===== src/rtl/core/vfo_pkg.sv =====
// vfo_pkg: shared types, constants and the control store for the voxel face occlusion block
// no dependencies; imported by vfo_seq, vfo_dp and the top level, not by vfo_ram

package vfo_pkg;

	// default volume dimensions
	localparam int unsigned DEF_SIZE_X = 16;
	localparam int unsigned DEF_SIZE_Y = 64;
	localparam int unsigned DEF_SIZE_Z = 16;

	// coordinate width inside the datapath: holds any size up to 256 plus one step either way
	localparam int unsigned CRD_W = 9;

	// step counter width
	localparam int unsigned PC_W = 4;

	// command codes
	localparam logic MODE_WRITE = 1'b0;
	localparam logic MODE_QUERY = 1'b1;

	// voxel entry bits
	localparam int unsigned VOX_AIR_BIT = 0;
	localparam int unsigned VOX_OPQ_BIT = 1;
	localparam int unsigned VOX_W = 2;

	// face bit positions
	localparam logic [2:0] FACE_XP = 3'd0;
	localparam logic [2:0] FACE_XN = 3'd1;
	localparam logic [2:0] FACE_YP = 3'd2;
	localparam logic [2:0] FACE_YN = 3'd3;
	localparam logic [2:0] FACE_ZP = 3'd4;
	localparam logic [2:0] FACE_ZN = 3'd5;

	// program labels
	localparam logic [PC_W-1:0] PC_ENTRY = 4'd0;
	localparam logic [PC_W-1:0] PC_SCAN  = 4'd8;
	localparam logic [PC_W-1:0] PC_EMIT  = 4'd9;
	localparam logic [PC_W-1:0] PC_WRITE = 4'd10;

	// input beat
	typedef struct packed {
		logic       mode;
		logic [3:0] pos_x;
		logic [5:0] pos_y;
		logic [3:0] pos_z;
		logic       is_air;
		logic       opaque;
	} cmd_t;

	// result beat
	typedef struct packed {
		logic [5:0] face_mask;
		logic       sky_shadowed;
	} result_t;

	// which voxel the address generator points at
	typedef enum logic [2:0] {
		SEL_CTR,
		SEL_XP,
		SEL_XN,
		SEL_YP,
		SEL_YN,
		SEL_ZP,
		SEL_ZN,
		SEL_COL
	} sel_t;

	// where the read data of the previous step goes
	typedef enum logic [1:0] {
		CAP_NONE,
		CAP_CTR,
		CAP_FACE,
		CAP_SKY
	} cap_t;

	// sequencing of the step counter
	typedef enum logic [1:0] {
		JMP_NEXT,
		JMP_IF_WRITE,
		JMP_IF_MORE,
		JMP_END
	} jmp_t;

	// one control word
	typedef struct packed {
		logic            rd;
		sel_t            sel;
		cap_t            cap;
		logic [2:0]      face;
		logic            wr;
		logic            emit;
		jmp_t            jmp;
		logic [PC_W-1:0] target;
	} ctrl_t;

	// datapath flags seen by the sequencer
	typedef struct packed {
		logic is_write;
		logic scan_more;
	} stat_t;

	localparam ctrl_t CTRL_IDLE = '{
		rd: 1'b0, sel: SEL_CTR, cap: CAP_NONE, face: FACE_XP,
		wr: 1'b0, emit: 1'b0, jmp: JMP_END, target: PC_ENTRY
	};

	// control store
	function automatic ctrl_t ucode(input logic [PC_W-1:0] pc);
		ctrl_t w;
		w = CTRL_IDLE;
		unique case (pc)
			4'd0: begin
				// read the addressed voxel, branch off for writes
				w.rd = 1'b1; w.sel = SEL_CTR;
				w.jmp = JMP_IF_WRITE; w.target = PC_WRITE;
			end
			4'd1: begin
				w.rd = 1'b1; w.sel = SEL_XP; w.cap = CAP_CTR; w.jmp = JMP_NEXT;
			end
			4'd2: begin
				w.rd = 1'b1; w.sel = SEL_XN; w.cap = CAP_FACE; w.face = FACE_XP;
				w.jmp = JMP_NEXT;
			end
			4'd3: begin
				w.rd = 1'b1; w.sel = SEL_YP; w.cap = CAP_FACE; w.face = FACE_XN;
				w.jmp = JMP_NEXT;
			end
			4'd4: begin
				w.rd = 1'b1; w.sel = SEL_YN; w.cap = CAP_FACE; w.face = FACE_YP;
				w.jmp = JMP_NEXT;
			end
			4'd5: begin
				w.rd = 1'b1; w.sel = SEL_ZP; w.cap = CAP_FACE; w.face = FACE_YN;
				w.jmp = JMP_NEXT;
			end
			4'd6: begin
				w.rd = 1'b1; w.sel = SEL_ZN; w.cap = CAP_FACE; w.face = FACE_ZP;
				w.jmp = JMP_NEXT;
			end
			4'd7: begin
				// first column read goes out with the last face capture
				w.rd = 1'b1; w.sel = SEL_COL; w.cap = CAP_FACE; w.face = FACE_ZN;
				w.jmp = JMP_NEXT;
			end
			4'd8: begin
				// column scan loop
				w.rd = 1'b1; w.sel = SEL_COL; w.cap = CAP_SKY;
				w.jmp = JMP_IF_MORE; w.target = PC_SCAN;
			end
			4'd9: begin
				w.emit = 1'b1; w.jmp = JMP_END;
			end
			4'd10: begin
				w.wr = 1'b1; w.sel = SEL_CTR; w.jmp = JMP_END;
			end
			default: begin
				w = CTRL_IDLE;
			end
		endcase
		return w;
	endfunction

endpackage


===== src/rtl/core/vfo_dp.sv =====
// vfo_dp: coordinate registers, address generation, capture of read data and result register
// depends on vfo_pkg; drives the voxel ram ports

module vfo_dp import vfo_pkg::*; #(
	parameter int unsigned SIZE_X = DEF_SIZE_X,
	parameter int unsigned SIZE_Y = DEF_SIZE_Y,
	parameter int unsigned SIZE_Z = DEF_SIZE_Z,
	parameter int unsigned AW     = $clog2(SIZE_X * SIZE_Y * SIZE_Z)
) (
	input  logic             clk,
	input  logic             arst_n,
	input  logic             accept,
	input  cmd_t             cmd,
	input  ctrl_t            ctrl,
	output stat_t            stat,
	output logic             mem_we,
	output logic [AW-1:0]    mem_addr_w,
	output logic [VOX_W-1:0] mem_wdata,
	output logic [AW-1:0]    mem_addr_r,
	input  logic [VOX_W-1:0] mem_rdata,
	output logic             result_valid,
	output result_t          result
);

	logic [CRD_W-1:0] x_q, y_q, z_q, scan_q;
	logic             mode_q, air_q, opq_q;
	logic [VOX_W-1:0] ctr_q;
	logic [5:0]       face_q;
	logic             sky_q;
	logic             rv_s1;
	result_t          result_q;
	logic             result_valid_q;

	logic [CRD_W-1:0] ax, ay, az;
	logic             inb;
	logic [AW-1:0]    row, addr;
	logic [5:0]       mask_fin;
	logic             found, skip;

	// address generator: pick the voxel of this step
	always_comb begin
		ax = x_q;
		ay = y_q;
		az = z_q;
		unique case (ctrl.sel)
			SEL_CTR: ;
			SEL_XP:  ax = x_q + CRD_W'(1);
			SEL_XN:  ax = x_q - CRD_W'(1);
			SEL_YP:  ay = y_q + CRD_W'(1);
			SEL_YN:  ay = y_q - CRD_W'(1);
			SEL_ZP:  az = z_q + CRD_W'(1);
			SEL_ZN:  az = z_q - CRD_W'(1);
			SEL_COL: ay = scan_q;
			default: ;
		endcase
	end

	// bounds check; a step below zero wraps far past any size
	assign inb = (ax < CRD_W'(SIZE_X)) && (ay < CRD_W'(SIZE_Y)) && (az < CRD_W'(SIZE_Z));

	// linear address x + SIZE_X * (y + SIZE_Y * z)
	assign row  = AW'(ay) + AW'(SIZE_Y) * AW'(az);
	assign addr = AW'(ax) + AW'(SIZE_X) * row;

	assign mem_addr_r = addr;
	assign mem_addr_w = addr;
	assign mem_we     = ctrl.wr & inb;
	assign mem_wdata  = {opq_q, air_q};

	// face mask from the center voxel and the captured neighbours
	always_comb begin
		if (!ctr_q[VOX_OPQ_BIT]) begin
			mask_fin = 6'h00;
		end else if (ctr_q[VOX_AIR_BIT]) begin
			mask_fin = 6'h3f;
		end else begin
			mask_fin = face_q;
		end
	end

	// read data of the previous step, valid only when that voxel was inside
	assign found = rv_s1 & mem_rdata[VOX_OPQ_BIT];
	assign skip  = mask_fin[FACE_YP];

	assign stat.is_write  = (mode_q == MODE_WRITE);
	assign stat.scan_more = rv_s1 & ~found & ~skip;

	// control registers
	always_ff @(posedge clk or negedge arst_n) begin
		if (!arst_n) begin
			rv_s1          <= 1'b0;
			result_valid_q <= 1'b0;
		end else begin
			rv_s1          <= ctrl.rd & inb;
			result_valid_q <= ctrl.emit;
		end
	end

	// payload registers
	always_ff @(posedge clk) begin
		if (accept) begin
			x_q    <= CRD_W'(cmd.pos_x);
			y_q    <= CRD_W'(cmd.pos_y);
			z_q    <= CRD_W'(cmd.pos_z);
			scan_q <= CRD_W'(cmd.pos_y) + CRD_W'(1);
			mode_q <= cmd.mode;
			air_q  <= cmd.is_air;
			opq_q  <= cmd.opaque;
			ctr_q  <= '0;
			face_q <= '0;
			sky_q  <= 1'b0;
		end else begin
			if (ctrl.rd && (ctrl.sel == SEL_COL)) begin
				scan_q <= scan_q + CRD_W'(1);
			end
			case (ctrl.cap)
				CAP_CTR:  ctr_q <= rv_s1 ? mem_rdata : '0;
				CAP_FACE: face_q[ctrl.face] <= found;
				CAP_SKY:  sky_q <= sky_q | (found & ~skip);
				default:  ;
			endcase
		end
		if (ctrl.emit) begin
			result_q.face_mask    <= mask_fin;
			result_q.sky_shadowed <= sky_q;
		end
	end

	assign result_valid = result_valid_q;
	assign result       = result_q;

endmodule


===== config.mk =====
export PLATFORM = sky130hd
export DESIGN_NAME = vfo_dp
export DESIGN_NICKNAME = d
export VERILOG_FILES = /design/src/rtl/core/vfo_pkg.sv /design/src/rtl/core/vfo_dp.sv
export SDC_FILE = /design/constraint.sdc
export NUM_CORES = 1
export LEC_CHECK = 0
export ABC_AREA = 1
export BUFFER_PORTS_ARGS = -buffer_cell sky130_fd_sc_hd__buf_2
export CAP_MARGIN = 20
export CORE_ASPECT_RATIO = 1.25
export CORE_MARGIN = 2
export CORE_UTILIZATION = 54
export DETAILED_ROUTE_END_ITERATION = 8
export PLACE_DENSITY = 0.86
export SYNTH_ARGS = -nofsm -noshare
export SYNTH_HDL_FRONTEND = slang
export SYNTH_SLANG_ARGS = --single-unit

===== constraint.sdc =====
create_clock -name clk -period 3.5 [get_ports clk]
set_input_delay 0.175 -clock clk [delete_from_list [all_inputs] [get_ports clk]]
set_output_delay 0.175 -clock clk [all_outputs]
set_load 0.1 [all_outputs]

==> out/metrics.yaml, run 1 <==
status: "finished with violations"
violations: "DRC"
io_pins: 80
p_leak_nw: 1.79
finalCritPeriodShare_pct: 99.1
post-place-ws_ns: 0.211
drive_gt1_share_pct: 31.7
die-area_sq_mm: 0.00632
path_clk_slew_ns: 0.08
synth_cell_types: 42
synth_cells: 382
vias_per_cell: 5.54
synth.avg_cell_area_sq_um: 8.05
cts_buffers: 5
start_util_pct: 56.1
ys_ff_latch: 44
vias: 2919
nNetsFinal: 519
path_delay_family: "compound AO/OA/AOI/OAI gates"
cp-end-kind: "output pin"
cts_sinks: 44
critPathBufInv: 2
max_cap_viol_count: 0
max_stage_delay_ns: 0.49
slew_headroom_pct: 66.1
rows: 30
hold_viol: 0
yosysWarnings: 0
cts_tree: "yes"
hpwl_mm: 5.17
power_density_mw_per_mm2: 446
peakVddDrop_mv: 0.373
worstSkewPairLatency_ns: 0.29
grtUsageTotal_pct: 20.3
insertedDiodeCount: 0
highest_layer: "met4"
cp_data_required_time_ns: 3.32
cts_buffer_depth: 2
portBuffers: 73
yosysSeqAreaShare_pct: 39.7
grt_max_degree: 26
die_w_um: 71.5
cts-root-buf: "clkbuf_8"
cts_htree_levels: 2
layout_commonest_cell: "buf_2"
wl_met3_um: 386
tightest_slew_ns: 0.508
layout_setup_ws_ns: 0.0328
ant_nets: 0
gp_congestion: 0.802
fillers: 388
netlist_area_sq_mm: 0.00307
crit_chain: "inv_1, ha_4, nand2_2, nor2_4, o21ai_0, a21oi_1, o21ai_0, ha_2, nand2_1, o21a_1, o21ai_1, nand4_2, o21bai_1, nand2_2, buf_12"
drtIter0Drc: 189
design_area_sq_mm: 0.00394
syn_nets: 439
setup_tns_ns: 0
fin_cells: 527
worst_hold_path_type: "in2reg"
area_delta_synth_final_pct: 28.2
worstPathMaxFanout: 5
final.setup_skew_ns: 0.00626
wl_met2_mm: 3.96
place_area_sq_mm: 0.00363
wire_per_inst_um: 13.9
wl_met1_mm: 2.81
layout_common_cells: "buf_2, inv_1, nor2_1, nand2_1, edfxtp_1"
grt_setup_unrepaired: "yes"
grt_overflow: 0
dp.cells: 504
path_class: "reg2out"
grt_pass1_vias: 2468
grt_pass1_wl_mm: 10.3
wl_mm: 7.32
core_sq_mm: 0.00548
cp-start-kind: "flip-flop"
setup_viol: 0
drc: 1
fp.dieH_um: 88.4
fin_crit_ns: 3.47
drt-pass1-iter-count: 8
max_freq_ghz: 0.288
slew_viol_final: 0
antenna_found_initial: 0
cp_slowest_cell: "edfxtp_1"
worstPathArrival_ns: 3.29
kinds of logic (layout without fill, tap and decap cells):
group           count (synthesis)  after routing  synth area share [%]
compound gates                 75             75                  14.1
xor+xnor                       12             12                  3.42
simple gates                  150            150                  22.3
mux                             1              1                 0.326
fa+ha+maj                      18             18                  7.81
buf+inv                        82            163                  12.3
flops                          44             44                  39.7
layout make-up:
type / count / area (sq um) / share of cell area (%)
timing repair buffer: 93 / 643 / 16.3
multi-input combinational: 256 / 1680 / 42.6
sequential: 44 / 1220 / 31.0
clock buffer: 6 / 72.6 / 1.84
clock inverter: 2 / 11.3 / 0.286
inverter: 62 / 233 / 5.90
tap: 64 / 80.1 / 2.03
synthesized netlist by cell type, drive strengths merged:
library cell | number | area share (%)
buf | 19 | 4.6
o21ai | 30 | 5.0
nand4 | 11 | 2.6
fa | 2 | 1.3
mux2i | 1 | 0.33
o2111ai | 1 | 0.28
ha | 16 | 6.5
o22ai | 4 | 0.81
dfxtp | 9 | 5.9
a21o | 1 | 0.24
inv | 61 | 7.4
xnor2 | 2 | 0.57
o31ai | 1 | 0.41
o21bai | 1 | 0.24
a21oi | 26 | 4.2
or2 | 4 | 0.81
a32o | 2 | 0.65
clkbuf | 1 | 0.12
o211ai | 3 | 0.73
nor4 | 1 | 0.20
xor2 | 10 | 2.8
nand3 | 32 | 5.4
o21a | 1 | 0.24
dfrtp | 2 | 1.6
o32ai | 1 | 0.28
clkinv | 1 | 0.12
nand2 | 49 | 6.1
edfxtp | 33 | 32
o221ai | 2 | 0.57
nor2 | 49 | 6.1
nor3 | 4 | 1.1
a31oi | 2 | 0.41
worst reg2reg max path: stages (launching register included):
cell	delay, ns
edfxtp_1	0.49
inv_1	0.17
ha_4	0.15
nand2_2	0.08
nor2_4	0.14
nand4_2	0.10
buf_4	0.15
o21ai_1	0.10
nor3_1	0.06
nand2_1	0.13
nor2_1	0.05
sequential cells by signal, summed over array words and instances, names as in the netlist:
name and flops:
scan_q 9, result 7, face_q 6, y_q 6
x_q 4, z_q 4, ctr_q 2, air_q 1
mode_q 1, opq_q 1, result_valid 1, rv_s1 1
sky_q 1
routing by layer:
metal	GRT usage [%]	vias up
li1	-	1436
met1	23.9	1336
met2	38.8	128
met3	2.73	19
met4	5.32	0
met5	0	-
worst paths after layout:
path,from,slack (ns),to,cells past startpoint
min in group asynchronous,arst_n,0.20,result_valid$_DFF_PN0_,2
worst max register to register,y_q[1]$_DFFE_PP_,1.78,rv_s1$_DFF_PN0_,10
worst max-delay path,y_q[1]$_DFFE_PP_,0.03,mem_addr_w[13],15
worst min-delay path,cmd[5],0.05,z_q[3]$_DFFE_PP_,1
worst min register to register,sky_q$_SDFFE_PP0N_,0.45,result[0]$_DFFE_PP_,0
max in group asynchronous,arst_n,3.20,rv_s1$_DFF_PN0_,2
per-stage QoR:
| step | total power (W) | util (%) | hold slack [ns] |
|---|---|---|---|
| after global placement | 0.00140 | 66.2 | -0.0327 |
| after global routing | 0.00183 | 71.9 | 0.0417 |
| after floorplan | 0.00128 | - | -0.121 |
| after CTS | 0.00172 | 68.1 | 0.0492 |
| after detailed placement | 0.00142 | 66.3 | -0.0320 |
| final | 0.00176 | 71.9 | 0.0514 |
report_power, final:
part	internal, W	switching (W)
clock network	0.000140	0.000166
logic	0.000205	0.000614
registers	0.000599	0.0000332
total	0.000945	0.000814
timing repair:
action                                  in CTS  in global routing
buffers inserted                             0                 14
endpoints found under the setup margin       8                 12
hold buffers                                 1                  0
pin swaps                                    1                 18
hold endpoints to repair                     2                  0
gates resized for setup                      3                 30
Note: power is estimated with default switching activity, not from simulation.
==> run 2, diff against run 1 <==
Settings changed: PLACE_DENSITY 0.86 to 0.87.
==> run 2 against run 1 <==
  * Global-route usage up 1.3 points
  * Worst hold slack worse by 0.0026 ns
  * Critical endpoint is now mem_addr_w[12]
  * Routed wire length down 3.0%
  * Sequential share of layout area up 0.14 points
  * Design area down 0.44%
  * The run now ends clean
  * First-iteration DRC count up 25%
  * Maximum frequency up 3.6%
  * Utilization down 0.32 points
==> out/metrics.yaml, run 2 (synthesis results as in run 1) <==
status: "completed"
wire_per_inst_um: 13.6  # -2.4%
drc: 0  # -1
rows: 30  # unchanged
grt_max_degree: 26  # unchanged
worstPathMaxFanout: 4  # -1
timing.rr.end: "rv_s1$_DFF_PN0_"
cts_htree_levels: 2  # unchanged
fin_util_pct: 71.6  # -0.32 points
cts_buffers: 5  # unchanged
slew_viol_final: 0  # unchanged
hpwl_mm: 5.38  # +4.1%
fin_cells: 524  # -0.57%
worst_hold_path_type: "in2reg"
worstSkewPairLatency_ns: 0.29  # about the same
io_pins: 80  # unchanged
path_class: "reg2out"
p_leak_nw: 1.79  # about the same
layout_setup_ws_ns: 0.152  # +0.120 ns
cts_tree: "yes"
hold_viol: 0  # unchanged
post-place-ws_ns: 0.237  # +0.0261 ns
nNetsFinal: 516  # -0.58%
peakVddDrop_mv: 0.411  # +10%
p_comb_share_pct: 44.6  # -2.0 points
grt_pass1_vias: 2661  # +7.8%
path_delay_family: "compound AO/OA/AOI/OAI gates"
fin_crit_ns: 3.35  # -0.120 ns
antenna_found_initial: 0  # unchanged
cts_sinks: 44  # unchanged
largest_reg_flops: 9  # unchanged
p_int_w: 0.00102  # +8.4%
critical_path.endpoint: "mem_addr_w[12]"
die-area_sq_mm: 0.00632  # unchanged
cts-root-buf: "clkbuf_8"
cp_data_required_time_ns: 3.32  # about the same
p_sw_w: 0.000815  # +0.17%
clkPwrFrac_pct: 21.2  # +3.8 points
p_total_w: 0.00184  # +4.6%
max_freq_ghz: 0.299  # +3.6%
core_sq_mm: 0.00548  # unchanged
slew_headroom_pct: 65.6  # -0.54 points
crit_chain: "buf_6, ha_2, or2_4, a31oi_1, o211ai_1, ha_2, nand2_2, o21ai_2, nand2_2, a21oi_2, nand4_1, xor2_4, buf_12"
seqPwrFrac_pct: 34.2  # -1.8 points
layout_common_cells: "buf_2, inv_1, nor2_1, nand2_1, edfxtp_1"
gp_congestion: 0.822  # +2.6%
dp.cells: 504  # unchanged
layout_commonest_cell: "buf_2"
max_cap_viol_count: 0  # unchanged
swShare_pct: 44.3  # -2.0 points
grtUsageTotal_pct: 21.6  # +1.3 points
final.setup_skew_ns: 0.00292  # -0.00335 ns
wl_mm: 7.10  # -3.0%
vias_per_cell: 5.62  # +1.5%
rr_startpoint: "y_q[0]$_DFFE_PP_"
power_density_mw_per_mm2: 469  # +5.1%
vias: 2947  # +0.96%
cts_buffer_depth: 2  # unchanged
max_stage_delay_ns: 0.47  # -0.02 ns
portBuffers: 73  # unchanged
grt_pass1_wl_mm: 11.0  # +6.3%
area_delta_synth_final_pct: 27.6
die_w_um: 71.5  # unchanged
critPathBufInv: 2  # unchanged
cp-start-kind: "flip-flop"
fp.dieH_um: 88.4  # unchanged
drive_gt1_share_pct: 30.0  # -1.7 points
cp.depth: 13  # -2
r2r_cells: 10  # unchanged
finalCritPeriodShare_pct: 95.6  # -3.4 points
start_util_pct: 56.1  # unchanged
ff2ff_setup_slack_ns: 1.73  # -0.05 ns
largest-register: "scan_q"
path_clk_slew_ns: 0.08  # about the same
cp_slowest_cell: "edfxtp_1"
drt-pass1-iter-count: 8  # unchanged
drtIter0Drc: 236  # +25%
setup_viol: 0  # unchanged
insertedDiodeCount: 0  # unchanged
tightest_slew_ns: 0.513  # +0.00491 ns
ant_nets: 0  # unchanged
grt_overflow: 0  # unchanged
worstPathArrival_ns: 3.17  # -0.12 ns
cp-end-kind: "output pin"
startpoint: "y_q[0]$_DFFE_PP_"
## run 2: cell count changes in the layout (fill, tap and decap cells not counted), moves of 2 or more
cell / change
buf_12: +2
buf_2: -2
buf_4: -2
ha_1: +2
ha_4: -3
nor2_1: +2
## run 2: layer usage
layer | up-vias | GRT usage (%) | part of all wire, %
met4 | 0 | 7.03 | 2.2
met2 | 126 | 41.8 | 54
met1 | 1357 | 24.7 | 38
met3 | 24 | 2.39 | 5.8
li1 | 1440 | - | -
met5 | - | 0 | 0
## run 2: worst register-to-register path, stage by stage, from the launching register on
cell and delay, ns:
edfxtp_1 0.47, buf_6 0.16, ha_2 0.18, nand3_1 0.13, nor2_1 0.07, nand3_1 0.10, o211ai_1 0.12, buf_4 0.15
nor3_2 0.11, nand2_1 0.12, nor2_1 0.09
## run 2: worst min-delay path by stage
stage | startpoint | end | slack, ns | cells after the start
global route | cmd[12] | x_q[0]$_DFFE_PP_ | 0.04 | 1
finish | cmd[4] | z_q[2]$_DFFE_PP_ | 0.05 | 1
floorplan | arst_n | result_valid$_DFF_PN0_ | -0.12 | 0
global placement | arst_n | result_valid$_DFF_PN0_ | -0.03 | 1
CTS | cmd[4] | z_q[2]$_DFFE_PP_ | 0.04 | 1
detailed placement | arst_n | result_valid$_DFF_PN0_ | -0.03 | 1
## run 2: cell type report
type	count	area (sq um)
Clock buffer	5	68.8
Clock inverter	3	46.3
Fill cell	383	1560
Inverter	62	233
Multi-Input combinational cell	256	1630
Sequential cell	44	1220
Tap cell	64	80.1
Timing Repair Buffer	90	647
## run 2: what timing repair did
action	4_1_cts	5_1_grt
setup endpoints to repair	8	10
hold endpoints to repair	2	0
setup buffers	1	10
gates resized for setup	3	17
pin swaps	1	15
hold buffers	1	0
## run 2: per-stage QoR
stage | hold slack, ns | cell area, sq um | TNS, ns
finish | 0.0487 | 3920 | 0
global route | 0.0411 | 3920 | -0.0261
CTS | 0.0430 | 3800 | 0
detailed placement | -0.0332 | 3660 | 0
global placement | -0.0326 | 3660 | 0
floorplan | -0.121 | 3190 | -0.429
## run 2: power by group through the flow
stage	registers (W)	clock network, W	logic [W]
global placement	0.000638	0	0.000780
finish	0.000629	0.000390	0.000821
global route	0.000633	0.000416	0.000859
detailed placement	0.000639	0	0.000796
CTS	0.000627	0.000395	0.000802
floorplan	0.000661	0	0.000620
