===== config.mk =====
export PLATFORM = sky130hd
export DESIGN_NAME = vfo_seq
export DESIGN_NICKNAME = d
export VERILOG_FILES = /design/src/rtl/core/vfo_pkg.sv /design/src/rtl/core/vfo_seq.sv
export SDC_FILE = /design/constraint.sdc
export NUM_CORES = 1
export LEC_CHECK = 0
export ABC_AREA = 1
export BUFFER_PORTS_ARGS = -buffer_cell sky130_fd_sc_hd__buf_2
export CORE_MARGIN = 3
export CORE_UTILIZATION = 25
export DETAILED_ROUTE_END_ITERATION = 6
export PLACE_DENSITY_LB_ADDON = 0.15
export SYNTH_ARGS = -nofsm -noshare
export SYNTH_HDL_FRONTEND = slang
export SYNTH_SLANG_ARGS = --single-unit

===== constraint.sdc =====
create_clock -name clk -period 2.71 [get_ports clk]
set_input_delay 0 -clock clk [delete_from_list [all_inputs] [get_ports clk]]
set_output_delay 0 -clock clk [all_outputs]
set_load 0.05 [all_outputs]

===== src/rtl/core/vfo_pkg.sv =====
// vfo_pkg: shared types, constants and the control store for the voxel face occlusion block
// no dependencies; imported by vfo_seq, vfo_dp and the top level, not by vfo_ram

package vfo_pkg;

	// default volume dimensions
	localparam int unsigned DEF_SIZE_X = 16;
	localparam int unsigned DEF_SIZE_Y = 64;
	localparam int unsigned DEF_SIZE_Z = 16;

	// coordinate width inside the datapath: holds any size up to 256 plus one step either way
	localparam int unsigned CRD_W = 9;

	// step counter width
	localparam int unsigned PC_W = 4;

	// command codes
	localparam logic MODE_WRITE = 1'b0;
	localparam logic MODE_QUERY = 1'b1;

	// voxel entry bits
	localparam int unsigned VOX_AIR_BIT = 0;
	localparam int unsigned VOX_OPQ_BIT = 1;
	localparam int unsigned VOX_W = 2;

	// face bit positions
	localparam logic [2:0] FACE_XP = 3'd0;
	localparam logic [2:0] FACE_XN = 3'd1;
	localparam logic [2:0] FACE_YP = 3'd2;
	localparam logic [2:0] FACE_YN = 3'd3;
	localparam logic [2:0] FACE_ZP = 3'd4;
	localparam logic [2:0] FACE_ZN = 3'd5;

	// program labels
	localparam logic [PC_W-1:0] PC_ENTRY = 4'd0;
	localparam logic [PC_W-1:0] PC_SCAN  = 4'd8;
	localparam logic [PC_W-1:0] PC_EMIT  = 4'd9;
	localparam logic [PC_W-1:0] PC_WRITE = 4'd10;

	// input beat
	typedef struct packed {
		logic       mode;
		logic [3:0] pos_x;
		logic [5:0] pos_y;
		logic [3:0] pos_z;
		logic       is_air;
		logic       opaque;
	} cmd_t;

	// result beat
	typedef struct packed {
		logic [5:0] face_mask;
		logic       sky_shadowed;
	} result_t;

	// which voxel the address generator points at
	typedef enum logic [2:0] {
		SEL_CTR,
		SEL_XP,
		SEL_XN,
		SEL_YP,
		SEL_YN,
		SEL_ZP,
		SEL_ZN,
		SEL_COL
	} sel_t;

	// where the read data of the previous step goes
	typedef enum logic [1:0] {
		CAP_NONE,
		CAP_CTR,
		CAP_FACE,
		CAP_SKY
	} cap_t;

	// sequencing of the step counter
	typedef enum logic [1:0] {
		JMP_NEXT,
		JMP_IF_WRITE,
		JMP_IF_MORE,
		JMP_END
	} jmp_t;

	// one control word
	typedef struct packed {
		logic            rd;
		sel_t            sel;
		cap_t            cap;
		logic [2:0]      face;
		logic            wr;
		logic            emit;
		jmp_t            jmp;
		logic [PC_W-1:0] target;
	} ctrl_t;

	// datapath flags seen by the sequencer
	typedef struct packed {
		logic is_write;
		logic scan_more;
	} stat_t;

	localparam ctrl_t CTRL_IDLE = '{
		rd: 1'b0, sel: SEL_CTR, cap: CAP_NONE, face: FACE_XP,
		wr: 1'b0, emit: 1'b0, jmp: JMP_END, target: PC_ENTRY
	};

	// control store
	function automatic ctrl_t ucode(input logic [PC_W-1:0] pc);
		ctrl_t w;
		w = CTRL_IDLE;
		unique case (pc)
			4'd0: begin
				// read the addressed voxel, branch off for writes
				w.rd = 1'b1; w.sel = SEL_CTR;
				w.jmp = JMP_IF_WRITE; w.target = PC_WRITE;
			end
			4'd1: begin
				w.rd = 1'b1; w.sel = SEL_XP; w.cap = CAP_CTR; w.jmp = JMP_NEXT;
			end
			4'd2: begin
				w.rd = 1'b1; w.sel = SEL_XN; w.cap = CAP_FACE; w.face = FACE_XP;
				w.jmp = JMP_NEXT;
			end
			4'd3: begin
				w.rd = 1'b1; w.sel = SEL_YP; w.cap = CAP_FACE; w.face = FACE_XN;
				w.jmp = JMP_NEXT;
			end
			4'd4: begin
				w.rd = 1'b1; w.sel = SEL_YN; w.cap = CAP_FACE; w.face = FACE_YP;
				w.jmp = JMP_NEXT;
			end
			4'd5: begin
				w.rd = 1'b1; w.sel = SEL_ZP; w.cap = CAP_FACE; w.face = FACE_YN;
				w.jmp = JMP_NEXT;
			end
			4'd6: begin
				w.rd = 1'b1; w.sel = SEL_ZN; w.cap = CAP_FACE; w.face = FACE_ZP;
				w.jmp = JMP_NEXT;
			end
			4'd7: begin
				// first column read goes out with the last face capture
				w.rd = 1'b1; w.sel = SEL_COL; w.cap = CAP_FACE; w.face = FACE_ZN;
				w.jmp = JMP_NEXT;
			end
			4'd8: begin
				// column scan loop
				w.rd = 1'b1; w.sel = SEL_COL; w.cap = CAP_SKY;
				w.jmp = JMP_IF_MORE; w.target = PC_SCAN;
			end
			4'd9: begin
				w.emit = 1'b1; w.jmp = JMP_END;
			end
			4'd10: begin
				w.wr = 1'b1; w.sel = SEL_CTR; w.jmp = JMP_END;
			end
			default: begin
				w = CTRL_IDLE;
			end
		endcase
		return w;
	endfunction

endpackage


===== src/rtl/core/vfo_seq.sv =====
// vfo_seq: step counter and control store lookup that drive the datapath
// depends on vfo_pkg

module vfo_seq import vfo_pkg::*; (
	input  logic  clk,
	input  logic  arst_n,
	input  logic  accept,
	input  stat_t stat,
	output ctrl_t ctrl,
	output logic  busy
);

	logic            run_q;
	logic [PC_W-1:0] pc_q;

	// current control word, idle word while stopped
	always_comb begin
		ctrl = run_q ? ucode(pc_q) : CTRL_IDLE;
	end

	assign busy = run_q;

	// step counter with conditional jumps
	always_ff @(posedge clk or negedge arst_n) begin
		if (!arst_n) begin
			run_q <= 1'b0;
			pc_q  <= PC_ENTRY;
		end else if (accept) begin
			run_q <= 1'b1;
			pc_q  <= PC_ENTRY;
		end else if (run_q) begin
			unique case (ctrl.jmp)
				JMP_NEXT:     pc_q  <= pc_q + PC_W'(1);
				JMP_IF_WRITE: pc_q  <= stat.is_write ? ctrl.target : pc_q + PC_W'(1);
				JMP_IF_MORE:  pc_q  <= stat.scan_more ? ctrl.target : pc_q + PC_W'(1);
				JMP_END:      run_q <= 1'b0;
				default:      run_q <= 1'b0;
			endcase
		end
	end

endmodule


==> impl_metrics.prom, run 1 <==
# TYPE chip_impl_metric gauge
chip_impl_metric{name="wl_met2",unit="µm"} 769
chip_impl_metric{name="first_global_vias",unit=""} 735
chip_impl_info{name="netlist.top_cell.by_area",value="dfrtp_1"} 1
chip_impl_metric{name="post_cts_buffers",unit=""} 0
chip_impl_info{name="synthTopCellsByCount",value="nand2_1 (31), inv_1 (18), nand3_1 (11), ha_1 (8)"} 1
chip_impl_metric{name="dieWidth",unit="µm"} 59.4
chip_impl_metric{name="cts-buffers-inserted",unit=""} 3
chip_impl_metric{name="final_period_utilization",unit=""} 0.851
chip_impl_metric{name="place_congestion",unit=""} 0.762
chip_impl_metric{name="grt_start_max_net_pins",unit=""} 14
chip_impl_metric{name="drtIter0Drc",unit=""} 7
chip_impl_info{name="rsz_0062_raised_after_global_routing",value="no"} 1
chip_impl_metric{name="post_synth_instance_area",unit="µm²"} 713
chip_impl_metric{name="r2r_setup_slack",unit="ns"} 0.40
chip_impl_metric{name="hold_violations",unit=""} 0
chip_impl_metric{name="clk_pin_slew_worst_paths",unit="ns"} 0.04
chip_impl_metric{name="setup_viol",unit=""} 0
chip_impl_metric{name="critPathRequiredTime",unit="ns"} 2.90
chip_impl_metric{name="global_route_wire_length_before_repair",unit="µm"} 3190
chip_impl_info{name="class_of_the_worst_hold_path",value="in2reg"} 1
chip_impl_info{name="r2r-end",value="pc_q[2]"} 1
chip_impl_metric{name="wl_met1",unit="µm"} 918
chip_impl_info{name="dominantRegCellSynth",value="dfrtp_1"} 1
chip_impl_metric{name="io-pin-count",unit=""} 23
chip_impl_metric{name="count_of_final_max_slew_check_failures",unit=""} 0
chip_impl_info{name="rr_startpoint",value="pc_q[0]"} 1
chip_impl_metric{name="synth-edff-count",unit=""} 0
chip_impl_metric{name="clock_sinks",unit=""} 5
chip_impl_metric{name="total_of_flip_flops_plus_latches_after_synthesis",unit=""} 5
chip_impl_info{name="tritoncts",value="built"} 1
chip_impl_info{name="route.top_layer_used",value="met3"} 1
chip_impl_metric{name="die_area",unit="mm²"} 0.00353
chip_impl_metric{name="ys.warnings.count",unit=""} 0
chip_impl_metric{name="routed_wirelength",unit="µm"} 1820
chip_impl_metric{name="ys_async_sr_fraction",unit=""} 1.00
chip_impl_metric{name="crit_path_max_fanout",unit=""} 7
chip_impl_metric{name="clock-skew-final",unit="ns"} 0.00434
chip_impl_metric{name="detailed_route_wire_length_per_cell",unit="µm"} 10.8
chip_impl_metric{name="grt_usage",unit=""} 0.117
chip_impl_metric{name="wl_met3",unit="µm"} 136
chip_impl_metric{name="h-tree-depth",unit=""} 1
chip_impl_metric{name="firstDrtPassIters",unit=""} 4
chip_impl_metric{name="die_height",unit="µm"} 59.4
chip_impl_metric{name="core_area",unit="mm²"} 0.00259
chip_impl_info{name="outcome",value="finished clean"} 1
chip_impl_info{name="crit_path_start",value="pc_q[0]"} 1
chip_impl_metric{name="max_freq",unit="GHz"} 0.434
chip_impl_metric{name="synth.distinct_cells",unit=""} 24
chip_impl_metric{name="postLayoutCellArea",unit="µm²"} 871
chip_impl_metric{name="cp.arrival",unit="ns"} 2.49
chip_impl_metric{name="synthDominantCellAreaShare",unit=""} 0.175
chip_impl_metric{name="drv_cap",unit=""} 0
chip_impl_metric{name="timing.setup.tns",unit="ns"} 0
chip_impl_metric{name="route.vias.total",unit=""} 756
chip_impl_metric{name="antenna_found_initial",unit=""} 0
chip_impl_metric{name="final_period_minus_worst_setup_slack",unit="ns"} 2.31
chip_impl_metric{name="r2r.worst_path.cells",unit=""} 15
chip_impl_info{name="ys_top_cells_by_area",value="dfrtp_1 (18%), nand2_1 (16%), ha_1 (14%)"} 1
chip_impl_metric{name="syn_avg_cell_area",unit="µm²"} 6.15
chip_impl_metric{name="drt.antenna.violating_nets",unit=""} 0
chip_impl_info{name="ctsRootBufferMaster",value="clkbuf_4"} 1
chip_impl_metric{name="clk-insertion-delay-late",unit="ns"} 0.24
chip_impl_metric{name="antenna_cells",unit=""} 0
chip_impl_metric{name="final_layout_size_suffix_gt1_frac",unit=""} 0.288
chip_impl_metric{name="flow.area_growth_from_synthesis",unit="%"} 22.1
chip_impl_info{name="library_cell_with_the_highest_instance_count_after_synthesis",value="nand2_1"} 1
chip_impl_metric{name="gr-total-overflow",unit=""} 0
chip_impl_metric{name="syn-instance-count",unit=""} 116
chip_impl_metric{name="floorplan.rows",unit=""} 18
chip_impl_metric{name="clk_path_buf_depth",unit=""} 2
chip_impl_metric{name="final_net_count",unit=""} 153
chip_impl_metric{name="via_density",unit=""} 4.47
chip_impl_info{name="end_point_of_the_critical_path",value="pc_q[2]"} 1
chip_impl_metric{name="place_area",unit="µm²"} 835
chip_impl_metric{name="dp_hpwl",unit="µm"} 1510
chip_impl_info{name="crit_type",value="reg2reg"} 1
chip_impl_metric{name="io_buffer_count",unit=""} 20
chip_impl_info{name="worst_setup_path_start_kind",value="flip-flop"} 1
chip_impl_metric{name="initial_utilization",unit=""} 0.275
chip_impl_info{name="worst_setup_path_end_kind",value="flip-flop"} 1
chip_impl_metric{name="remaining_drc_errors",unit=""} 0
chip_impl_metric{name="seq_area_frac_synth",unit=""} 0.175
[placed cells by master (no fill, tap or decap), drive strengths merged]
cell type    Yosys  layout
dlygate4sd3      0       1
conb             1       2
buf              3      20
o21ai            5       5
nand3           12      12
nor2             9       9
dfrtp            5       5
a21oi            4       4
clkbuf           0       4
xor2             1       1
nand2           38      38
inv             23      23
ha               8       8
nor3             4       4
nor3b            1       1
a31oi            1       1
or2              1       1
[layout make-up]
cell class	count	area, µm²
sequential	5	125
timing repair buffer	21	110
tap	30	37.5
inverter	23	86.3
fill	297	1720
multi-input combinational	86	485
clock buffer	4	26.3
[routing by layer]
layer  track usage  up-vias
met5             0        -
met4       0.00971        0
met3        0.0414        0
met2         0.189       21
met1         0.156      332
li1              -      403
[sequential cells by signal (all words and copies together) (netlist names)]
signal and cells:
pc_q 4, busy 1
[worst min-delay path by stage]
stage          startpoint       to  slack (ns)  cells after the start
2_1_floorplan      arst_n     busy       -0.30                      0
3_3_place_gp       arst_n  pc_q[1]       -0.18                      1
3_5_place_dp       arst_n  pc_q[3]       -0.18                      1
4_1_cts            accept     busy        0.06                      3
5_1_grt            accept     busy        0.07                      3
6_report           accept     busy        0.06                      3
[critical path: stages, from the launching register on]
cell	delay, ns
dfrtp_1	0.40
inv_1	0.14
ha_1	0.27
nand3_2	0.20
nand2_2	0.14
nor2_4	0.05
nor3_4	0.16
inv_2	0.07
ha_1	0.24
nor2_1	0.15
nand3_1	0.11
nand2_1	0.11
inv_1	0.06
nand2_1	0.06
nand2_1	0.06
inv_1	0.04
[cell families after synthesis]
kind of cell    share of synthesized area
other cells                       0.00526
compound gates                     0.0772
fa+ha+maj                           0.140
flops                               0.175
xor+xnor                           0.0123
buf+inv                             0.149
simple gates                        0.440
[metrics by stage]
stage          hold WS, ns  cells  setup WS (ns)  utilization
2_1_floorplan       -0.296    117          0.221            -
3_3_place_gp        -0.180    164          0.520        0.322
3_5_place_dp        -0.178    164          0.426        0.322
4_1_cts             0.0564    169          0.405        0.336
5_1_grt             0.0707    169          0.140        0.336
6_report            0.0557    169          0.403        0.336
[repair_timing]
item | 4_1_cts | 5_1_grt
hold buffers | 1 | 0
gates resized for setup | 0 | 0
setup endpoints to repair | 0 | 0
hold endpoints to repair | 5 | 0
Power of run 1 is not shown: default switching activity piles up to over one toggle a cycle in this logic, so the estimate is an artifact.
==> inputs of run 2 (changes only) <==
Settings changed: HOLD_SLACK_MARGIN from default to 0.15.
==> run 2 against run 1 <==
Effect of this change:
- register-to-register slack about the same
- via count increased by 0.66%
- utilization increased by 0.77 points
- non-clock buffer count increased by 2
- cell area increased by 2.3%
- flip-flop and latch count unchanged
- setup slack about the same
==> impl_metrics.prom, run 2 (same netlist as run 1, synthesis figures left out) <==
# TYPE chip_impl_metric gauge
chip_impl_info{name="hold_path_startpoint",value="stat[1]"} 1
chip_impl_metric{name="postLayoutCellArea",unit="µm²"} 891
chip_impl_metric{name="drt.antenna.violating_nets",unit=""} 0
chip_impl_metric{name="grt_usage",unit=""} 0.120
chip_impl_info{name="worst_setup_path_start_kind",value="flip-flop"} 1
chip_impl_metric{name="clk-insertion-delay-late",unit="ns"} 0.25
chip_impl_metric{name="fin_ws",unit="ns"} 0.403
chip_impl_metric{name="clk_pin_slew_worst_paths",unit="ns"} 0.04
chip_impl_metric{name="final_net_count",unit=""} 155
chip_impl_metric{name="place_congestion",unit=""} 0.762
chip_impl_metric{name="firstDrtPassIters",unit=""} 4
chip_impl_metric{name="grt_start_max_net_pins",unit=""} 14
chip_impl_metric{name="numPlacedInstances",unit=""} 164
chip_impl_metric{name="dieWidth",unit="µm"} 59.4
chip_impl_metric{name="clock-skew-final",unit="ns"} 0.00394
chip_impl_info{name="rr_startpoint",value="pc_q[0]"} 1
chip_impl_metric{name="crit_path_max_fanout",unit=""} 7
chip_impl_metric{name="antenna_found_initial",unit=""} 0
chip_impl_metric{name="largest_register_ffs",unit=""} 4
chip_impl_info{name="tritoncts",value="built"} 1
chip_impl_metric{name="die_area",unit="mm²"} 0.00353
chip_impl_info{name="outcome",value="finished clean"} 1
chip_impl_metric{name="place_area",unit="µm²"} 835
chip_impl_metric{name="max_freq",unit="GHz"} 0.434
chip_impl_info{name="crit_type",value="reg2reg"} 1
chip_impl_metric{name="via_density",unit=""} 4.45
chip_impl_metric{name="whs_path_depth",unit=""} 7
chip_impl_metric{name="global_route_wire_length_before_repair",unit="µm"} 3220
chip_impl_metric{name="pre_cts_slack",unit="ns"} 0.426
chip_impl_metric{name="critPathRequiredTime",unit="ns"} 2.90
chip_impl_metric{name="dp_hpwl",unit="µm"} 1510
chip_impl_metric{name="drv_cap",unit=""} 0
chip_impl_metric{name="floorplan.rows",unit=""} 18
chip_impl_metric{name="clock_sinks",unit=""} 5
chip_impl_metric{name="cts-buffers-inserted",unit=""} 3
chip_impl_metric{name="gr-total-overflow",unit=""} 0
chip_impl_metric{name="routed_wirelength",unit="µm"} 1830
chip_impl_info{name="most-common-layout-cells",value="nand2_1 (31), buf_2 (20), inv_1 (18)"} 1
chip_impl_info{name="ctsRootBufferMaster",value="clkbuf_4"} 1
chip_impl_metric{name="setup_viol",unit=""} 0
chip_impl_metric{name="clk_path_buf_depth",unit=""} 2
chip_impl_metric{name="final_layout_size_suffix_gt1_frac",unit=""} 0.284
chip_impl_metric{name="crit_path_max_incr_delay",unit="ns"} 0.40
chip_impl_metric{name="detailed_route_wire_length_per_cell",unit="µm"} 10.7
chip_impl_metric{name="count_of_final_max_slew_check_failures",unit=""} 0
chip_impl_metric{name="drtIter0Drc",unit=""} 4
chip_impl_info{name="critPathSlowestCell",value="dfrtp_1"} 1
chip_impl_metric{name="remaining_drc_errors",unit=""} 0
chip_impl_info{name="largest_register",value="pc_q"} 1
chip_impl_metric{name="die_height",unit="µm"} 59.4
chip_impl_metric{name="final_period_utilization",unit=""} 0.851
chip_impl_info{name="class_of_the_worst_hold_path",value="in2reg"} 1
chip_impl_metric{name="route.vias.total",unit=""} 761
chip_impl_metric{name="initial_utilization",unit=""} 0.275
chip_impl_info{name="r2r-end",value="pc_q[2]"} 1
chip_impl_metric{name="flow.area_growth_from_synthesis",unit="%"} 24.9
chip_impl_metric{name="r2r.worst_path.cells",unit=""} 15
chip_impl_metric{name="core_area",unit="mm²"} 0.00259
chip_impl_metric{name="io_buffer_count",unit=""} 20
chip_impl_metric{name="antenna_cells",unit=""} 0
chip_impl_info{name="crit_chain",value="inv_1, ha_1, nand3_2, nand2_2, nor2_4, nor3_4, inv_2, ha_1, nor2_1, nand3_1, nand2_1, inv_1, nand2_1, nand2_1, inv_1"} 1
chip_impl_metric{name="stdcell_count",unit=""} 171
chip_impl_metric{name="cts_resized",unit=""} 0
chip_impl_metric{name="cp.arrival",unit="ns"} 2.50
chip_impl_metric{name="final_period_minus_worst_setup_slack",unit="ns"} 2.31
chip_impl_metric{name="hold_violations",unit=""} 0
chip_impl_info{name="mostFrequentLayoutCell",value="nand2_1"} 1
chip_impl_metric{name="first_global_vias",unit=""} 739
chip_impl_metric{name="h-tree-depth",unit=""} 1
chip_impl_info{name="rsz_0062_raised_after_global_routing",value="no"} 1
chip_impl_info{name="worst_hold_path.endpoint",value="pc_q[1]"} 1
chip_impl_metric{name="io-pin-count",unit=""} 23
chip_impl_metric{name="timing.setup.tns",unit="ns"} 0
chip_impl_info{name="worst_setup_path_end_kind",value="flip-flop"} 1
chip_impl_metric{name="r2r_setup_slack",unit="ns"} 0.40
[run 2: stage by stage]
step	util	hold slack, ns
2_1_floorplan	-	-0.296
3_3_place_gp	0.322	-0.180
3_5_place_dp	0.322	-0.178
4_1_cts	0.344	0.218
5_1_grt	0.344	0.256
6_report	0.344	0.215
[run 2: worst max-delay path, delay by kind of cell (launching register included)]
kind / cells / cell delay [ns]
and+or+nand+nor: 9 / 1.04
DFF: 1 / 0.40
buffers and inverters: 4 / 0.31
adders and majority gates: 2 / 0.51
[run 2: metal layers]
metal	up-vias	wire length, µm	track usage
li1	407	-	-
met1	332	917	0.156
met2	20	754	0.189
met3	2	143	0.0414
met4	0	11	0.0291
met5	-	0	0
[run 2: layout make-up]
class / instances / area, µm²
Tap cell: 30 / 37.5
Clock buffer: 4 / 26.3
Sequential cell: 5 / 125
Multi-Input combinational cell: 86 / 485
Inverter: 23 / 86.3
Fill cell: 297 / 1700
Timing Repair Buffer: 23 / 130
[run 2: worst max-delay path by stage]
stage / start / end / slack [ns]
after global placement: pc_q[0] / pc_q[3] / 0.52
after detailed placement: pc_q[0] / pc_q[2] / 0.43
after CTS: pc_q[0] / pc_q[2] / 0.41
after floorplan: pc_q[0] / pc_q[0] / 0.22
after global routing: pc_q[0] / pc_q[2] / 0.14
final: pc_q[0] / pc_q[2] / 0.40
[run 2: what timing repair did]
| item | 4_1_cts | 5_1_grt |
|---|---|---|
| endpoints found under the hold margin | 7 | 0 |
| hold buffers | 3 | 0 |
| setup buffers | 0 | 0 |
Power of run 2 is left out for the same reason.
==> inputs of run 3 (changes only) <==
Settings changed: CAP_MARGIN from default to 40, CORE_UTILIZATION 25 to 35.
==> run 3 against run 2 <==
Effect of this change:
- utilization rose by 14 points
- critical path depth shrank 1
- fmax rose by 2.2%
- non-clock buffer count unchanged
- cell area shrank 0.70%
- largest cell class unchanged
- highest routed layer is now met3
==> impl_metrics.prom, run 3 (same netlist as run 1, synthesis figures left out) <==
# TYPE chip_impl_metric gauge
chip_impl_info{name="cpLargestDelayFamily",value="simple AND/OR/NAND/NOR gates"} 1
chip_impl_metric{name="stdcell_count",unit=""} 166
chip_impl_metric{name="count_of_final_max_slew_check_failures",unit=""} 0
chip_impl_metric{name="clock_sinks",unit=""} 5
chip_impl_info{name="most-common-layout-cells",value="nand2_1 (31), buf_2 (20), inv_1 (18)"} 1
chip_impl_metric{name="h-tree-depth",unit=""} 1
chip_impl_info{name="rr_startpoint",value="pc_q[0]"} 1
chip_impl_metric{name="clock-skew-final",unit="ns"} 0.00551
chip_impl_info{name="worst_hold_path.endpoint",value="pc_q[1]"} 1
chip_impl_metric{name="r2r.worst_path.cells",unit=""} 14
chip_impl_info{name="outcome",value="finished clean"} 1
chip_impl_info{name="tritoncts",value="built"} 1
chip_impl_metric{name="grt_usage",unit=""} 0.140
chip_impl_metric{name="place_area",unit="µm²"} 828
chip_impl_metric{name="core_area",unit="mm²"} 0.00182
chip_impl_metric{name="whs_path_depth",unit=""} 7
chip_impl_metric{name="antenna_found_initial",unit=""} 0
chip_impl_metric{name="gr-total-overflow",unit=""} 0
chip_impl_metric{name="cp.arrival",unit="ns"} 2.38
chip_impl_metric{name="route.vias.total",unit=""} 771
chip_impl_metric{name="dp_hpwl",unit="µm"} 1340
chip_impl_metric{name="clk_pin_slew_worst_paths",unit="ns"} 0.05
chip_impl_metric{name="via_density",unit=""} 4.64
chip_impl_metric{name="first_global_vias",unit=""} 673
chip_impl_metric{name="critPathRequiredTime",unit="ns"} 2.83
chip_impl_metric{name="firstDrtPassIters",unit=""} 4
chip_impl_metric{name="floorplan.rows",unit=""} 15
chip_impl_info{name="class_of_the_worst_hold_path",value="in2reg"} 1
chip_impl_metric{name="cts_resized",unit=""} 0
chip_impl_metric{name="die_height",unit="µm"} 51.1
chip_impl_metric{name="final_period_minus_worst_setup_slack",unit="ns"} 2.26
chip_impl_metric{name="detailed_route_wire_length_per_cell",unit="µm"} 9.95
chip_impl_metric{name="critical_path_buf_inv_count",unit=""} 3
chip_impl_metric{name="drtIter0Drc",unit=""} 11
chip_impl_metric{name="final_net_count",unit=""} 155
chip_impl_metric{name="cts-buffers-inserted",unit=""} 3
chip_impl_metric{name="flow.area_growth_from_synthesis",unit="%"} 24.0
chip_impl_metric{name="final_layout_size_suffix_gt1_frac",unit=""} 0.284
chip_impl_info{name="ctsRootBufferMaster",value="clkbuf_4"} 1
chip_impl_metric{name="final_period_utilization",unit=""} 0.832
chip_impl_metric{name="grt_start_max_net_pins",unit=""} 14
chip_impl_metric{name="io-pin-count",unit=""} 23
chip_impl_metric{name="io_buffer_count",unit=""} 20
chip_impl_metric{name="global_route_wire_length_before_repair",unit="µm"} 2830
chip_impl_info{name="critPathSlowestCell",value="dfrtp_1"} 1
chip_impl_metric{name="crit_path_max_fanout",unit=""} 7
chip_impl_metric{name="clk-insertion-delay-late",unit="ns"} 0.24
chip_impl_metric{name="setup_viol",unit=""} 0
chip_impl_info{name="hold_path_startpoint",value="stat[1]"} 1
chip_impl_info{name="mostFrequentLayoutCell",value="nand2_1"} 1
chip_impl_info{name="worst_setup_path_start_kind",value="flip-flop"} 1
chip_impl_metric{name="initial_utilization",unit=""} 0.392
chip_impl_info{name="crit_type",value="reg2reg"} 1
chip_impl_metric{name="r2r_setup_slack",unit="ns"} 0.45
chip_impl_metric{name="clk_path_buf_depth",unit=""} 2
chip_impl_metric{name="hold_violations",unit=""} 0
chip_impl_metric{name="die_area",unit="mm²"} 0.00262
chip_impl_metric{name="largest_register_ffs",unit=""} 4
chip_impl_metric{name="timing.setup.tns",unit="ns"} 0
chip_impl_metric{name="numPlacedInstances",unit=""} 159
chip_impl_metric{name="max_freq",unit="GHz"} 0.443
chip_impl_metric{name="drv_cap",unit=""} 0
chip_impl_info{name="r2r-end",value="pc_q[3]"} 1
chip_impl_info{name="worst_setup_path_end_kind",value="flip-flop"} 1
chip_impl_info{name="largest_register",value="pc_q"} 1
chip_impl_metric{name="drt.antenna.violating_nets",unit=""} 0
chip_impl_info{name="rsz_0062_raised_after_global_routing",value="no"} 1
chip_impl_metric{name="remaining_drc_errors",unit=""} 0
chip_impl_metric{name="antenna_cells",unit=""} 0
chip_impl_metric{name="dieWidth",unit="µm"} 51.1
chip_impl_metric{name="place_congestion",unit=""} 0.859
chip_impl_metric{name="crit_path_max_incr_delay",unit="ns"} 0.40
chip_impl_metric{name="postLayoutCellArea",unit="µm²"} 885
chip_impl_metric{name="routed_wirelength",unit="µm"} 1650
chip_impl_info{name="crit_chain",value="inv_1, ha_1, nand3_2, nand2_2, nor2_4, nor3_4, inv_2, ha_1, nor2_1, nand2_1, nand3_1, inv_1, nand2_1, nand3_1"} 1
==> run 3: cell counts in the layout (fill, tap and decap cells not counted) <==
Identical to the previous run, type by type.
==> run 3: cell type report <==
type	count	area [µm²]
fill	205	936
timing repair buffer	23	130
clock buffer	4	26.3
tap	25	31.3
sequential	5	125
inverter	23	86.3
multi-input combinational	86	485
==> run 3: worst max-delay path by stage <==
stage,from,endpoint,slack [ns],depth (start not counted)
after floorplan,pc_q[0],pc_q[0],0.22,14
after global placement,pc_q[0],pc_q[3],0.55,14
after CTS,pc_q[0],pc_q[2],0.44,15
final,pc_q[0],pc_q[3],0.45,14
after global routing,pc_q[0],pc_q[0],0.18,13
after detailed placement,pc_q[0],pc_q[2],0.45,15
==> run 3: per-layer routing <==
layer	part of all wire	up-vias	GRT usage
met3	0.076	0	0.0554
met4	0	0	0.0135
met2	0.43	23	0.223
li1	-	405	-
met1	0.49	343	0.184
met5	0	-	0
==> run 3: per-stage QoR <==
step,utilization,hold WS (ns),setup slack [ns]
floorplan,-,-0.296,0.221
global placement,0.455,-0.181,0.545
detailed placement,0.455,-0.183,0.449
CTS,0.486,0.214,0.439
global route,0.486,0.236,0.176
finish,0.486,0.213,0.454
==> run 3: worst reg2reg max path, stage by stage, from the launching register on <==
cell	delay [ns]
dfrtp_1	0.40
inv_1	0.14
ha_1	0.25
nand3_2	0.19
nand2_2	0.15
nor2_4	0.05
nor3_4	0.16
inv_2	0.07
ha_1	0.22
nor2_1	0.14
nand2_1	0.07
nand3_1	0.09
inv_1	0.06
nand2_1	0.07
nand3_1	0.07
==> run 3: what timing repair did <==
action	in CTS	in global routing
hold buffers	3	0
buffers inserted	0	0
endpoints found under the hold margin	7	0
Power of run 3 is left out for the same reason.
